### src/rtl/tia_pkg.sv
// Shared constants, types and command/status bundles of the transaction ID allocator.
package tia_pkg;

	localparam int unsigned MAX_IDS   = 256;
	localparam int unsigned ID_W      = $clog2(MAX_IDS + 1);
	localparam int unsigned CNT_W     = $clog2(MAX_IDS + 1);
	localparam int unsigned PTR_W     = $clog2(MAX_IDS);
	localparam int unsigned CFG_IDX_W = 1;

	typedef logic [ID_W-1:0]  id_t;
	typedef logic [CNT_W-1:0] cnt_t;
	typedef logic [PTR_W-1:0] ptr_t;

	localparam id_t  MAX_ID    = id_t'(MAX_IDS);
	localparam id_t  ID_ONE    = id_t'(1);
	localparam cnt_t FILL_FULL = cnt_t'(MAX_IDS);
	localparam ptr_t PTR_LAST  = ptr_t'(MAX_IDS - 1);

	localparam id_t RESET_MAX   = id_t'(256);
	localparam id_t RESET_START = id_t'(1);

	typedef enum logic [1:0] {
		OP_ALLOC   = 2'd0,
		OP_RELEASE = 2'd1,
		OP_QUERY   = 2'd2,
		OP_NOP     = 2'd3
	} op_t;

	localparam logic [CFG_IDX_W-1:0] CFG_MAX   = 1'b0;
	localparam logic [CFG_IDX_W-1:0] CFG_START = 1'b1;

	typedef struct packed {
		logic load_req;
		logic clear_step;
		logic fifo_pop;
		logic fifo_check;
		logic fset_commit;
		logic probe;
		logic test_commit;
		logic lookup;
		logic update_commit;
		logic fail;
		logic out_load;
	} cmd_t;

	typedef struct packed {
		logic fifo_empty;
		logic exhausted;
		logic clr_last;
		logic probe_free;
		logic tries_zero;
		logic out_free;
	} sts_t;

endpackage

### src/rtl/tia_ctrl.sv
// Controller state machine of the transaction ID allocator.
module tia_ctrl (
	input  logic          clk,
	input  logic          arst_n,
	input  logic          in_valid,
	input  logic [1:0]    op,
	input  tia_pkg::sts_t sts,
	output tia_pkg::cmd_t cmd,
	output logic          in_ready
);
	import tia_pkg::*;

	typedef enum logic [9:0] {
		ST_CLEAR  = 10'b00_0000_0001,
		ST_IDLE   = 10'b00_0000_0010,
		ST_FPOP   = 10'b00_0000_0100,
		ST_FCHK   = 10'b00_0000_1000,
		ST_FSET   = 10'b00_0001_0000,
		ST_PROBE  = 10'b00_0010_0000,
		ST_TEST   = 10'b00_0100_0000,
		ST_LOOKUP = 10'b00_1000_0000,
		ST_UPDATE = 10'b01_0000_0000,
		ST_DONE   = 10'b10_0000_0000
	} state_t;

	state_t state_q;
	state_t state_d;
	op_t    op_in;

	assign op_in    = op_t'(op);
	assign in_ready = (state_q == ST_IDLE);

	always_comb begin
		state_d = state_q;
		cmd     = '0;
		unique case (state_q)
			ST_CLEAR: begin
				cmd.clear_step = 1'b1;
				if (sts.clr_last) begin
					state_d = ST_IDLE;
				end
			end
			ST_IDLE: begin
				if (in_valid) begin
					cmd.load_req = 1'b1;
					unique case (op_in)
						OP_ALLOC: begin
							if (!sts.fifo_empty) begin
								state_d = ST_FPOP;
							end else if (sts.exhausted) begin
								cmd.fail = 1'b1;
								state_d  = ST_DONE;
							end else begin
								state_d = ST_PROBE;
							end
						end
						OP_RELEASE, OP_QUERY: begin
							state_d = ST_LOOKUP;
						end
						default: begin
							state_d = ST_DONE;
						end
					endcase
				end
			end
			ST_FPOP: begin
				cmd.fifo_pop = 1'b1;
				state_d      = ST_FCHK;
			end
			ST_FCHK: begin
				cmd.fifo_check = 1'b1;
				state_d        = ST_FSET;
			end
			ST_FSET: begin
				cmd.fset_commit = 1'b1;
				state_d         = ST_DONE;
			end
			ST_PROBE: begin
				cmd.probe = 1'b1;
				state_d   = ST_TEST;
			end
			ST_TEST: begin
				cmd.test_commit = 1'b1;
				if (sts.probe_free) begin
					state_d = ST_DONE;
				end else if (sts.tries_zero) begin
					cmd.fail = 1'b1;
					state_d  = ST_DONE;
				end else begin
					state_d = ST_PROBE;
				end
			end
			ST_LOOKUP: begin
				cmd.lookup = 1'b1;
				state_d    = ST_UPDATE;
			end
			ST_UPDATE: begin
				cmd.update_commit = 1'b1;
				state_d           = ST_DONE;
			end
			ST_DONE: begin
				if (sts.out_free) begin
					cmd.out_load = 1'b1;
					state_d      = ST_IDLE;
				end
			end
			default: begin
				state_d = ST_IDLE;
			end
		endcase
	end

	always_ff @(posedge clk or negedge arst_n) begin
		if (!arst_n) begin
			state_q <= ST_CLEAR;
		end else begin
			state_q <= state_d;
		end
	end

endmodule

### src/rtl/tia_dp.sv
// Datapath of the transaction ID allocator: bitmap, reuse queue, rotor, counters, result register.
module tia_dp (
	input  logic                            clk,
	input  logic                            arst_n,
	input  tia_pkg::cmd_t                   cmd,
	output tia_pkg::sts_t                   sts,
	input  logic [1:0]                      op,
	input  tia_pkg::id_t                    id,
	input  logic                            cfg_we,
	input  logic [tia_pkg::CFG_IDX_W-1:0]   cfg_index,
	input  tia_pkg::id_t                    cfg_wdata,
	input  logic                            out_ready,
	output logic                            out_valid,
	output logic                            status,
	output tia_pkg::id_t                    id_out,
	output logic                            busy_flag,
	output tia_pkg::id_t                    busy_count
);
	import tia_pkg::*;

	logic busy_mem [0:MAX_IDS];
	id_t  fifo_mem [0:MAX_IDS-1];

	id_t  max_q;
	id_t  rotor_q;
	cnt_t total_q;
	cnt_t fill_q;
	ptr_t head_q;
	ptr_t tail_q;
	id_t  clr_q;
	op_t  op_q;
	id_t  id_q;
	id_t  cand_q;
	id_t  tries_q;
	id_t  fifo_rd_q;
	logic busy_rd_q;
	logic rd_ok_q;
	logic rd_dflt_q;
	logic status_q;
	id_t  id_out_q;
	logic flag_q;
	logic out_valid_q;
	logic out_status_q;
	id_t  out_id_q;
	logic out_flag_q;
	id_t  out_count_q;

	id_t             eff_max;
	id_t             cur;
	id_t             rotor_next;
	id_t             start_rotor;
	logic [ID_W:0]   tries_sum;
	id_t             tries_init;
	logic            id_ok;
	logic            busy_now;
	logic            rd_en;
	id_t             rd_addr;
	logic            rd_dflt;
	logic            wr_en;
	id_t             wr_addr;
	logic            wr_data;
	logic            set_hit;
	logic            rel_hit;
	logic            push;

	assign eff_max     = (max_q == '0 || max_q > MAX_ID) ? MAX_ID : max_q;
	assign cur         = (rotor_q == '0 || rotor_q > eff_max) ? ID_ONE : rotor_q;
	assign rotor_next  = (cur == eff_max) ? ID_ONE : cur + ID_ONE;
	assign start_rotor = (cfg_wdata == '0 || cfg_wdata > eff_max) ? ID_ONE : cfg_wdata;
	assign tries_sum   = {1'b0, total_q} + (ID_W + 1)'(2);
	assign tries_init  = (tries_sum > {1'b0, eff_max}) ? eff_max : tries_sum[ID_W-1:0];
	assign id_ok       = (id_q != '0) && (id_q <= eff_max);
	assign busy_now    = rd_ok_q ? busy_rd_q : rd_dflt_q;

	assign set_hit = (cmd.fset_commit || cmd.test_commit) && !busy_now;
	assign rel_hit = cmd.update_commit && (op_q == OP_RELEASE) && busy_now;
	assign push    = rel_hit && (fill_q != FILL_FULL);

	always_comb begin
		rd_en   = 1'b0;
		rd_addr = cur;
		rd_dflt = 1'b0;
		priority if (cmd.fifo_check) begin
			rd_en   = (fifo_rd_q <= MAX_ID);
			rd_addr = fifo_rd_q;
			rd_dflt = 1'b1;
		end else if (cmd.probe) begin
			rd_en   = 1'b1;
			rd_addr = cur;
		end else if (cmd.lookup) begin
			rd_en   = id_ok;
			rd_addr = id_q;
		end
	end

	always_comb begin
		wr_en   = 1'b0;
		wr_addr = cand_q;
		wr_data = 1'b0;
		priority if (cmd.clear_step) begin
			wr_en   = 1'b1;
			wr_addr = clr_q;
		end else if (set_hit) begin
			wr_en   = 1'b1;
			wr_data = 1'b1;
		end else if (rel_hit) begin
			wr_en = 1'b1;
		end
	end

	always_ff @(posedge clk) begin
		if (wr_en) begin
			busy_mem[wr_addr] <= wr_data;
		end
		if (rd_en) begin
			busy_rd_q <= busy_mem[rd_addr];
		end
	end

	always_ff @(posedge clk) begin
		if (push) begin
			fifo_mem[tail_q] <= cand_q;
		end
		if (cmd.fifo_pop) begin
			fifo_rd_q <= fifo_mem[head_q];
		end
	end

	always_ff @(posedge clk) begin
		if (cmd.fifo_check || cmd.probe || cmd.lookup) begin
			rd_ok_q   <= rd_en;
			rd_dflt_q <= rd_dflt;
		end
		if (cmd.fifo_check) begin
			cand_q <= fifo_rd_q;
		end else if (cmd.probe) begin
			cand_q <= cur;
		end else if (cmd.lookup) begin
			cand_q <= id_q;
		end
		if (cmd.load_req) begin
			op_q    <= op_t'(op);
			id_q    <= id;
			tries_q <= tries_init;
		end else if (cmd.probe) begin
			tries_q <= tries_q - ID_ONE;
		end
		if (cmd.load_req) begin
			status_q <= cmd.fail;
		end else if (cmd.fail) begin
			status_q <= 1'b1;
		end
		if (cmd.load_req) begin
			id_out_q <= '0;
		end else if (cmd.fset_commit || (cmd.test_commit && !busy_now)) begin
			id_out_q <= cand_q;
		end
		if (cmd.load_req) begin
			flag_q <= 1'b0;
		end else if (cmd.update_commit && op_q == OP_QUERY) begin
			flag_q <= busy_now;
		end
		if (cmd.out_load) begin
			out_status_q <= status_q;
			out_id_q     <= id_out_q;
			out_flag_q   <= flag_q;
			out_count_q  <= total_q;
		end
	end

	always_ff @(posedge clk or negedge arst_n) begin
		if (!arst_n) begin
			max_q       <= RESET_MAX;
			rotor_q     <= RESET_START;
			total_q     <= '0;
			fill_q      <= '0;
			head_q      <= '0;
			tail_q      <= '0;
			clr_q       <= '0;
			out_valid_q <= 1'b0;
		end else begin
			if (cfg_we && cfg_index == CFG_MAX) begin
				max_q <= cfg_wdata;
			end
			if (cfg_we && cfg_index == CFG_START) begin
				rotor_q <= start_rotor;
			end else if (cmd.probe) begin
				rotor_q <= rotor_next;
			end
			if (set_hit) begin
				total_q <= total_q + cnt_t'(1);
			end else if (rel_hit) begin
				total_q <= total_q - cnt_t'(1);
			end
			if (cmd.fifo_pop) begin
				head_q <= (head_q == PTR_LAST) ? '0 : head_q + ptr_t'(1);
				fill_q <= fill_q - cnt_t'(1);
			end else if (push) begin
				tail_q <= (tail_q == PTR_LAST) ? '0 : tail_q + ptr_t'(1);
				fill_q <= fill_q + cnt_t'(1);
			end
			if (cmd.clear_step) begin
				clr_q <= clr_q + ID_ONE;
			end
			if (cmd.out_load) begin
				out_valid_q <= 1'b1;
			end else if (out_ready) begin
				out_valid_q <= 1'b0;
			end
		end
	end

	assign sts.fifo_empty = (fill_q == '0);
	assign sts.exhausted  = ({1'b0, total_q} >= {1'b0, eff_max});
	assign sts.clr_last   = (clr_q == MAX_ID);
	assign sts.probe_free = !busy_now;
	assign sts.tries_zero = (tries_q == '0);
	assign sts.out_free   = !out_valid_q || out_ready;

	assign out_valid  = out_valid_q;
	assign status     = out_status_q;
	assign id_out     = out_id_q;
	assign busy_flag  = out_flag_q;
	assign busy_count = out_count_q;

endmodule

### src/rtl/transaction_id_allocator_core.sv
// Top level of the transaction ID allocator: controller plus datapath.
//
//   channel  direction  handshake             payload
//   in       sink       in_valid / in_ready   op, id
//   out      source     out_valid / out_ready status, id_out, busy_flag, busy_count
//   cfg      sink       cfg_we                cfg_index, cfg_wdata
//
// Allocate from the reuse queue steps pop, check, set, done; allocate by counter search
// does k bitmap probes (k at most busy_count + 2), each a bitmap read plus a test, then
// done; release or query steps lookup, update, done; no-op or allocate with all IDs in use
// goes to done. After reset a clearing pass writes all 257 bitmap entries, in_ready low.
// A finished result sits in the output register; the next request is taken while it waits.
module transaction_id_allocator_core (
	input  logic                            clk,
	input  logic                            arst_n,
	input  logic                            in_valid,
	output logic                            in_ready,
	input  logic [1:0]                      op,
	input  tia_pkg::id_t                    id,
	output logic                            out_valid,
	input  logic                            out_ready,
	output logic                            status,
	output tia_pkg::id_t                    id_out,
	output logic                            busy_flag,
	output tia_pkg::id_t                    busy_count,
	input  logic                            cfg_we,
	input  logic [tia_pkg::CFG_IDX_W-1:0]   cfg_index,
	input  tia_pkg::id_t                    cfg_wdata
);
	import tia_pkg::*;

	cmd_t cmd;
	sts_t sts;

	tia_ctrl u_ctrl (
		.clk      (clk),
		.arst_n   (arst_n),
		.in_valid (in_valid),
		.op       (op),
		.sts      (sts),
		.cmd      (cmd),
		.in_ready (in_ready)
	);

	tia_dp u_dp (
		.clk        (clk),
		.arst_n     (arst_n),
		.cmd        (cmd),
		.sts        (sts),
		.op         (op),
		.id         (id),
		.cfg_we     (cfg_we),
		.cfg_index  (cfg_index),
		.cfg_wdata  (cfg_wdata),
		.out_ready  (out_ready),
		.out_valid  (out_valid),
		.status     (status),
		.id_out     (id_out),
		.busy_flag  (busy_flag),
		.busy_count (busy_count)
	);

endmodule

### config.mk
export PLATFORM = sky130hd
export DESIGN_NAME = transaction_id_allocator_core
export DESIGN_NICKNAME = d
export VERILOG_FILES = /design/src/rtl/tia_pkg.sv /design/src/rtl/tia_ctrl.sv /design/src/rtl/tia_dp.sv /design/src/rtl/transaction_id_allocator_core.sv
export SDC_FILE = /design/constraint.sdc
export NUM_CORES = 2
export LEC_CHECK = 0
export BUFFER_PORTS_ARGS = -buffer_cell sky130_fd_sc_hd__buf_2
export CORE_UTILIZATION = 57
export CTS_CLUSTER_SIZE = 16
export DETAILED_ROUTE_END_ITERATION = 8
export PLACE_DENSITY = 0.86
export SETUP_SLACK_MARGIN = 0.4
export SLEW_MARGIN = 0
export SYNTH_ARGS = -nofsm -noshare
export SYNTH_HDL_FRONTEND = slang
export SYNTH_SLANG_ARGS = --single-unit
### constraint.sdc
create_clock -name clk -period 5.35 [get_ports clk]
set_input_delay 0.535 -clock clk [delete_from_list [all_inputs] [get_ports clk]]
set_output_delay 0.535 -clock clk [all_outputs]
set_load 0.02 [all_outputs]
==> impl_results.html <==
<table>
<tr><th>Metric</th><th>Value</th></tr>
<tr><th colspan="2">Global routing</th></tr>
<tr><td>Residual overflow from global routing</td><td>0</td></tr>
<tr><td>Largest net degree at the start of global routing</td><td>241</td></tr>
<tr><td>First-pass GRT wire length</td><td>about 450 mm</td></tr>
<tr><td>Number of global-route vias before repair</td><td>61457</td></tr>
<tr><td>Antenna violations before repair</td><td>12</td></tr>
<tr><td>GRT Util Overall</td><td>about a third</td></tr>
<tr><th colspan="2">Clock tree</th></tr>
<tr><td>Worst-case clock buffer depth</td><td>4</td></tr>
<tr><td>Clock buffer count from CTS</td><td>approximately 290</td></tr>
<tr><td>CTS sink cnt</td><td>about 2700</td></tr>
<tr><td>Clock Pin Slew Worst Setup and Hold Paths</td><td>~0.060 ns</td></tr>
<tr><td>Clk Latency, worst-skew pair</td><td>0.96 ns</td></tr>
<tr><td>CTS Root Cell</td><td>sky130_fd_sc_hd__clkbuf_16</td></tr>
<tr><td>H-tree levels</td><td>5</td></tr>
<tr><td>TritonCTS clock tree</td><td>yes</td></tr>
<tr><th colspan="2">Routing</th></tr>
<tr><td>Count of nets left with antenna violations after detail routing</td><td>0</td></tr>
<tr><td>Detailed-route wire length</td><td>318 mm</td></tr>
<tr><td>Post-DR vias/cell</td><td>a little over 7</td></tr>
<tr><td>DRC violations left</td><td>0</td></tr>
<tr><td>Initial detailed-routing violation count</td><td>10316</td></tr>
<tr><td>Via total after detailed routing</td><td>just over 60000</td></tr>
<tr><td>Average wire length per cell after detail routing</td><td>roughly 37 µm</td></tr>
<tr><td>Number of search-and-repair iterations in the first detailed-routing pass</td><td>7</td></tr>
<tr><th colspan="2">Power and ir drop</th></tr>
<tr><td>Net switching component of the power</td><td>around 13 mW</td></tr>
<tr><td>Pint</td><td>37.3 mW</td></tr>
<tr><td>IR Drop Worst-Case VDD</td><td>between 0.3 and 0.4 mV</td></tr>
<tr><td>Sequential fraction of design power</td><td>approximately 48%</td></tr>
<tr><td>Power Dens Cells</td><td>slightly above 400 mW/mm²</td></tr>
<tr><td>Clock power frac</td><td>a little under two fifths</td></tr>
<tr><td>Combinational share of power</td><td>14.4%</td></tr>
<tr><td>Switch share</td><td>26.1%</td></tr>
<tr><td>Static leakage</td><td>between 30 and 40 nW</td></tr>
<tr><td>Overall power consumption</td><td>approximately 50 mW</td></tr>
<tr><th colspan="2">Finish</th></tr>
<tr><td>Sequential cell area in the final layout</td><td>0.0808 mm²</td></tr>
<tr><td>Layout area overhead</td><td>12.9%</td></tr>
<tr><td>Share of layout cells above drive strength 1</td><td>between 20% and 30%</td></tr>
<tr><td>Multi-input combinational cell area</td><td>about 0.027 mm²</td></tr>
<tr><td>Fin cells</td><td>about 8600</td></tr>
<tr><td>Post-route cell area</td><td>0.123 mm²</td></tr>
<tr><td>Number of nets in the final layout</td><td>roughly 6000</td></tr>
<tr><td>Most frequent standard cell in the layout excluding fill and tap cells</td><td>sky130_fd_sc_hd__edfxtp_1</td></tr>
<tr><td>Fill cell count</td><td>between 10000 and 15000</td></tr>
<tr><td>Top library cells by usage in the layout, fill and taps aside</td><td>sky130_fd_sc_hd__edfxtp_1, sky130_fd_sc_hd__mux4_2, sky130_fd_sc_hd__nor2_1</td></tr>
<tr><th colspan="2">Setup path</th></tr>
<tr><td>WP data arrival</td><td>roughly 5.5 ns</td></tr>
<tr><td>Kind of start point of the critical path</td><td>register</td></tr>
<tr><td>CP Cell Sequence</td><td>nor4_4 &gt; nand2_1 &gt; nor3b_1 &gt; nand4b_1 &gt; a31oi_4 &gt; nand2_1 &gt; nor2_1 &gt; nand2_1 &gt; nor2_1</td></tr>
<tr><td>Worst EP required</td><td>roughly 6 ns</td></tr>
<tr><td>Maximum fanout count along the critical path</td><td>16</td></tr>
<tr><td>Critical Path Max Stage Delay</td><td>0.94 ns</td></tr>
<tr><td>Capturing element type of the critical path</td><td>register</td></tr>
<tr><td>Critical Path Most Common Cell</td><td>sky130_fd_sc_hd__nand2_1</td></tr>
<tr><td>Kind of cell adding the most delay to the critical path</td><td>simple AND/OR/NAND/NOR gates</td></tr>
<tr><td>Buffers plus inverters on the worst setup path</td><td>0</td></tr>
<tr><td>Type of the worst setup path</td><td>reg -&gt; reg</td></tr>
<tr><td>Critical-path top delay cell</td><td>sky130_fd_sc_hd__nor2_1</td></tr>
<tr><th colspan="2">Logic synthesis</th></tr>
<tr><td>Number of enable flip-flop cells after synthesis</td><td>roughly 2600</td></tr>
<tr><td>Share of flip-flops with an asynchronous set or reset</td><td>2.66%</td></tr>
<tr><td>Total of warnings raised by yosys</td><td>0</td></tr>
<tr><td>Cell area after technology mapping</td><td>between 0.1 and 0.15 mm²</td></tr>
<tr><td>Prevailing post-synth register cell</td><td>sky130_fd_sc_hd__edfxtp_1</td></tr>
<tr><td>Synthesized netlist net count</td><td>5622</td></tr>
<tr><td>Number of storage elements in the synthesis netlist</td><td>2705</td></tr>
<tr><td>Mean Syn Cell Area</td><td>roughly 20 µm²</td></tr>
<tr><td>Sequential cell area fraction in the yosys report</td><td>74.0%</td></tr>
<tr><td>Count of mapped cells out of synthesis</td><td>5523</td></tr>
<tr><td>Number of library cell types mapped by synthesis</td><td>94</td></tr>
<tr><th colspan="2">STA</th></tr>
<tr><td>Final Cycle Share</td><td>roughly 93%</td></tr>
<tr><td>Post-layout worst setup margin</td><td>0.357 ns</td></tr>
<tr><td>TNS Setup</td><td>0 ns</td></tr>
<tr><td># setup viols final</td><td>0</td></tr>
<tr><td>Slew of the pin with the lowest slew margin</td><td>approximately 1.4 ns</td></tr>
<tr><td>Final number of max-transition violations</td><td>0</td></tr>
<tr><td>Setup repair after global routing missed its margin</td><td>yes</td></tr>
<tr><td>Number of endpoints with negative hold slack in the final report</td><td>0</td></tr>
<tr><td>Largest clock skew in the final design</td><td>0.0828 ns</td></tr>
<tr><td>Highest clock rate</td><td>about 200 MHz</td></tr>
<tr><td>Tightest slew margin relative to the limit</td><td>under 10%</td></tr>
<tr><td>Min cycle time layout</td><td>4.99 ns</td></tr>
<tr><th colspan="2">Floorplanning</th></tr>
<tr><td>Die Y-Extent</td><td>approximately 440 µm</td></tr>
<tr><td>Effective utilization at floorplan</td><td>roughly 57%</td></tr>
<tr><td>Top Ports</td><td>48</td></tr>
<tr><td>Die ar.</td><td>between 0.15 and 0.2 mm²</td></tr>
<tr><td>Die W</td><td>440 µm</td></tr>
<tr><td>Core area</td><td>0.190 mm²</td></tr>
<tr><td>Row count</td><td>160</td></tr>
<tr><th colspan="2">Worst hold path</th></tr>
<tr><td>Hold crit path type</td><td>in -&gt; reg</td></tr>
<tr><th colspan="2">Status</th></tr>
<tr><td>Status</td><td>finished clean</td></tr>
<tr><th colspan="2">Placed design</th></tr>
<tr><td>Dpl ws</td><td>about 0.35 ns</td></tr>
<tr><td>HPWL reported at the end of detailed placement</td><td>about 170 mm</td></tr>
<tr><td>Cell total after placement</td><td>slightly above 8000</td></tr>
<tr><td>Number of input and output port buffers inserted</td><td>47</td></tr>
<tr><td>Placer congestion estimate</td><td>0.915</td></tr>
<tr><td>Placement Cell Area</td><td>around 0.11 mm²</td></tr>
<tr><th colspan="2">Run</th></tr>
<tr><td>Max_cap viols</td><td>0</td></tr>
</table>
-- cell usage after synthesis, drive strengths merged (6+ instances only) --
cell	number	area share [%]
xor2	15	0.12
nor4	14	0.10
mux2i	38	0.35
o22ai	22	0.13
nor2b	19	0.11
buf	124	0.56
nor3b	10	0.069
a211oi	32	0.22
nand3b	10	0.069
a311oi	8	0.064
a2bb2oi	8	0.064
o21bai	6	0.041
dfxtp	10	0.18
nor3	35	0.16
or3	10	0.057
a2111o	7	0.072
dfrtp	69	1.6
mux4	769	16
o2bb2ai	9	0.072
xnor2	29	0.23
a22oi	7	0.048
and3	42	0.24
inv	50	0.17
mux2	28	0.29
o21a	27	0.19
a21o	6	0.041
nand4	16	0.092
nand3	75	0.34
nand2b	15	0.086
ha	71	0.81
a21oi	60	0.27
clkbuf	199	0.68
edfxtp	2623	72
o21ai	67	0.33
nor2	589	2.0
nand2	256	0.91
nand4b	8	0.064
a31oi	29	0.17
o211ai	20	0.14
o32ai	6	0.065
a311o	10	0.092
-- stage by stage --
stage	utilization, %	hold WS (ns)
2_1_floorplan	-	0.239
3_3_place_gp	60.0	0.408
3_5_place_dp	60.0	0.414
4_1_cts	64.7	0.0402
5_1_grt	64.8	0.118
6_report	64.8	0.0834
-- worst paths after layout --
kind / from / to / slack [ns] / cells past startpoint
worst max-delay path: u_ctrl.state_q[1] / u_dp.fifo_mem[148][7] / 0.36 / 9
min in group asynchronous: arst_n / u_dp.total_q[1] / 0.52 / 3
worst max register to register: u_ctrl.state_q[1] / u_dp.fifo_mem[148][7] / 0.36 / 9
worst min-delay path: cfg_index / u_dp.max_q[8] / 0.08 / 4
max in group asynchronous: arst_n / u_dp.total_q[3] / 3.54 / 4
worst min register to register: u_dp.id_out_q[4] / u_dp.id_out[4] / 0.42 / 0
-- timing repair --
action                                 4_1_cts  5_1_grt
cloned                                       0        2
hold buffers                                24        0
gates resized for setup                      1       32
setup endpoints to repair                  100      228
buffers inserted                             5        8
endpoints found under the hold margin       43        0
pin swaps                                    3        4
-- worst reg2reg max path, cell delays in order (launching register included) --
cell	delay, ns
sky130_fd_sc_hd__dfrtp_1	0.46
sky130_fd_sc_hd__nor4_4	0.56
sky130_fd_sc_hd__nand2_1	0.20
sky130_fd_sc_hd__nor3b_1	0.49
sky130_fd_sc_hd__nand4b_1	0.29
sky130_fd_sc_hd__a31oi_4	0.55
sky130_fd_sc_hd__nand2_1	0.13
sky130_fd_sc_hd__nor2_1	0.43
sky130_fd_sc_hd__nand2_1	0.56
sky130_fd_sc_hd__nor2_1	0.95
-- registers in the layout, indices dropped and copies added (netlist names), 2 cells and up --
name and cells:
u_dp.cand_q 9, u_dp.tail_q 8, u_dp.id_q 9, u_dp.id_out 9
u_dp.id_out_q 9, u_dp.busy_count 9, u_dp.fifo_rd_q 9, u_dp.tries_q 9
u_dp.busy_mem 257, u_dp.op_q 2, u_dp.clr_q 9, u_dp.head_q 8
u_ctrl.state_q 10, u_dp.fifo_mem 2304, u_dp.rotor_q 9, u_dp.fill_q 9
u_dp.max_q 9, u_dp.total_q 9
-- cell type report --
| cell class | count | area share [%] |
|---|---|---|
| Sequential cell | 2705 | 65.5 |
| Multi-Input combinational cell | 2444 | 22.0 |
| Clock buffer | 354 | 6.05 |
| Timing Repair Buffer | 409 | 2.79 |
| Tap cell | 2511 | 2.55 |
| Clock inverter | 122 | 0.943 |
| Inverter | 52 | 0.161 |
| Antenna cell | 8 | 0.0162 |
-- metal layers --
metal	up-vias	part of all wire, %	GRT usage, %
li1	23275	-	-
met1	31363	32	41.4
met2	5978	48	53.1
met3	1396	12	7.90
met4	20	7.5	19.9
met5	-	0.046	0
-- power groups by stage --
stage,Combinational [mW],Clock (mW),Sequential (mW)
after detailed placement,6.63,0,24.4
after global routing,7.59,20.0,24.0
final,7.27,19.3,24.0
after global placement,6.36,0,24.4
after CTS,6.86,19.3,23.9
after floorplan,4.46,0,24.6
-- kinds of logic (layout without fill, tap and decap cells) --
family                   count (synthesis)  count (layout)  synth area share [%]
adder cells (fa/ha/maj)                 73              73                 0.850
buffers and inverters                  375             937                  1.42
other                                    0               8                     0
AO/OA/AOI/OAI                          373             374                  2.46
flip-flops                            2705            2705                  74.0
AND/OR/NAND/NOR                       1118            1118                  4.47
multiplexers                           835             835                  16.5
XOR/XNOR                                44              44                 0.353
Note: power is estimated with default switching activity, not from simulation.
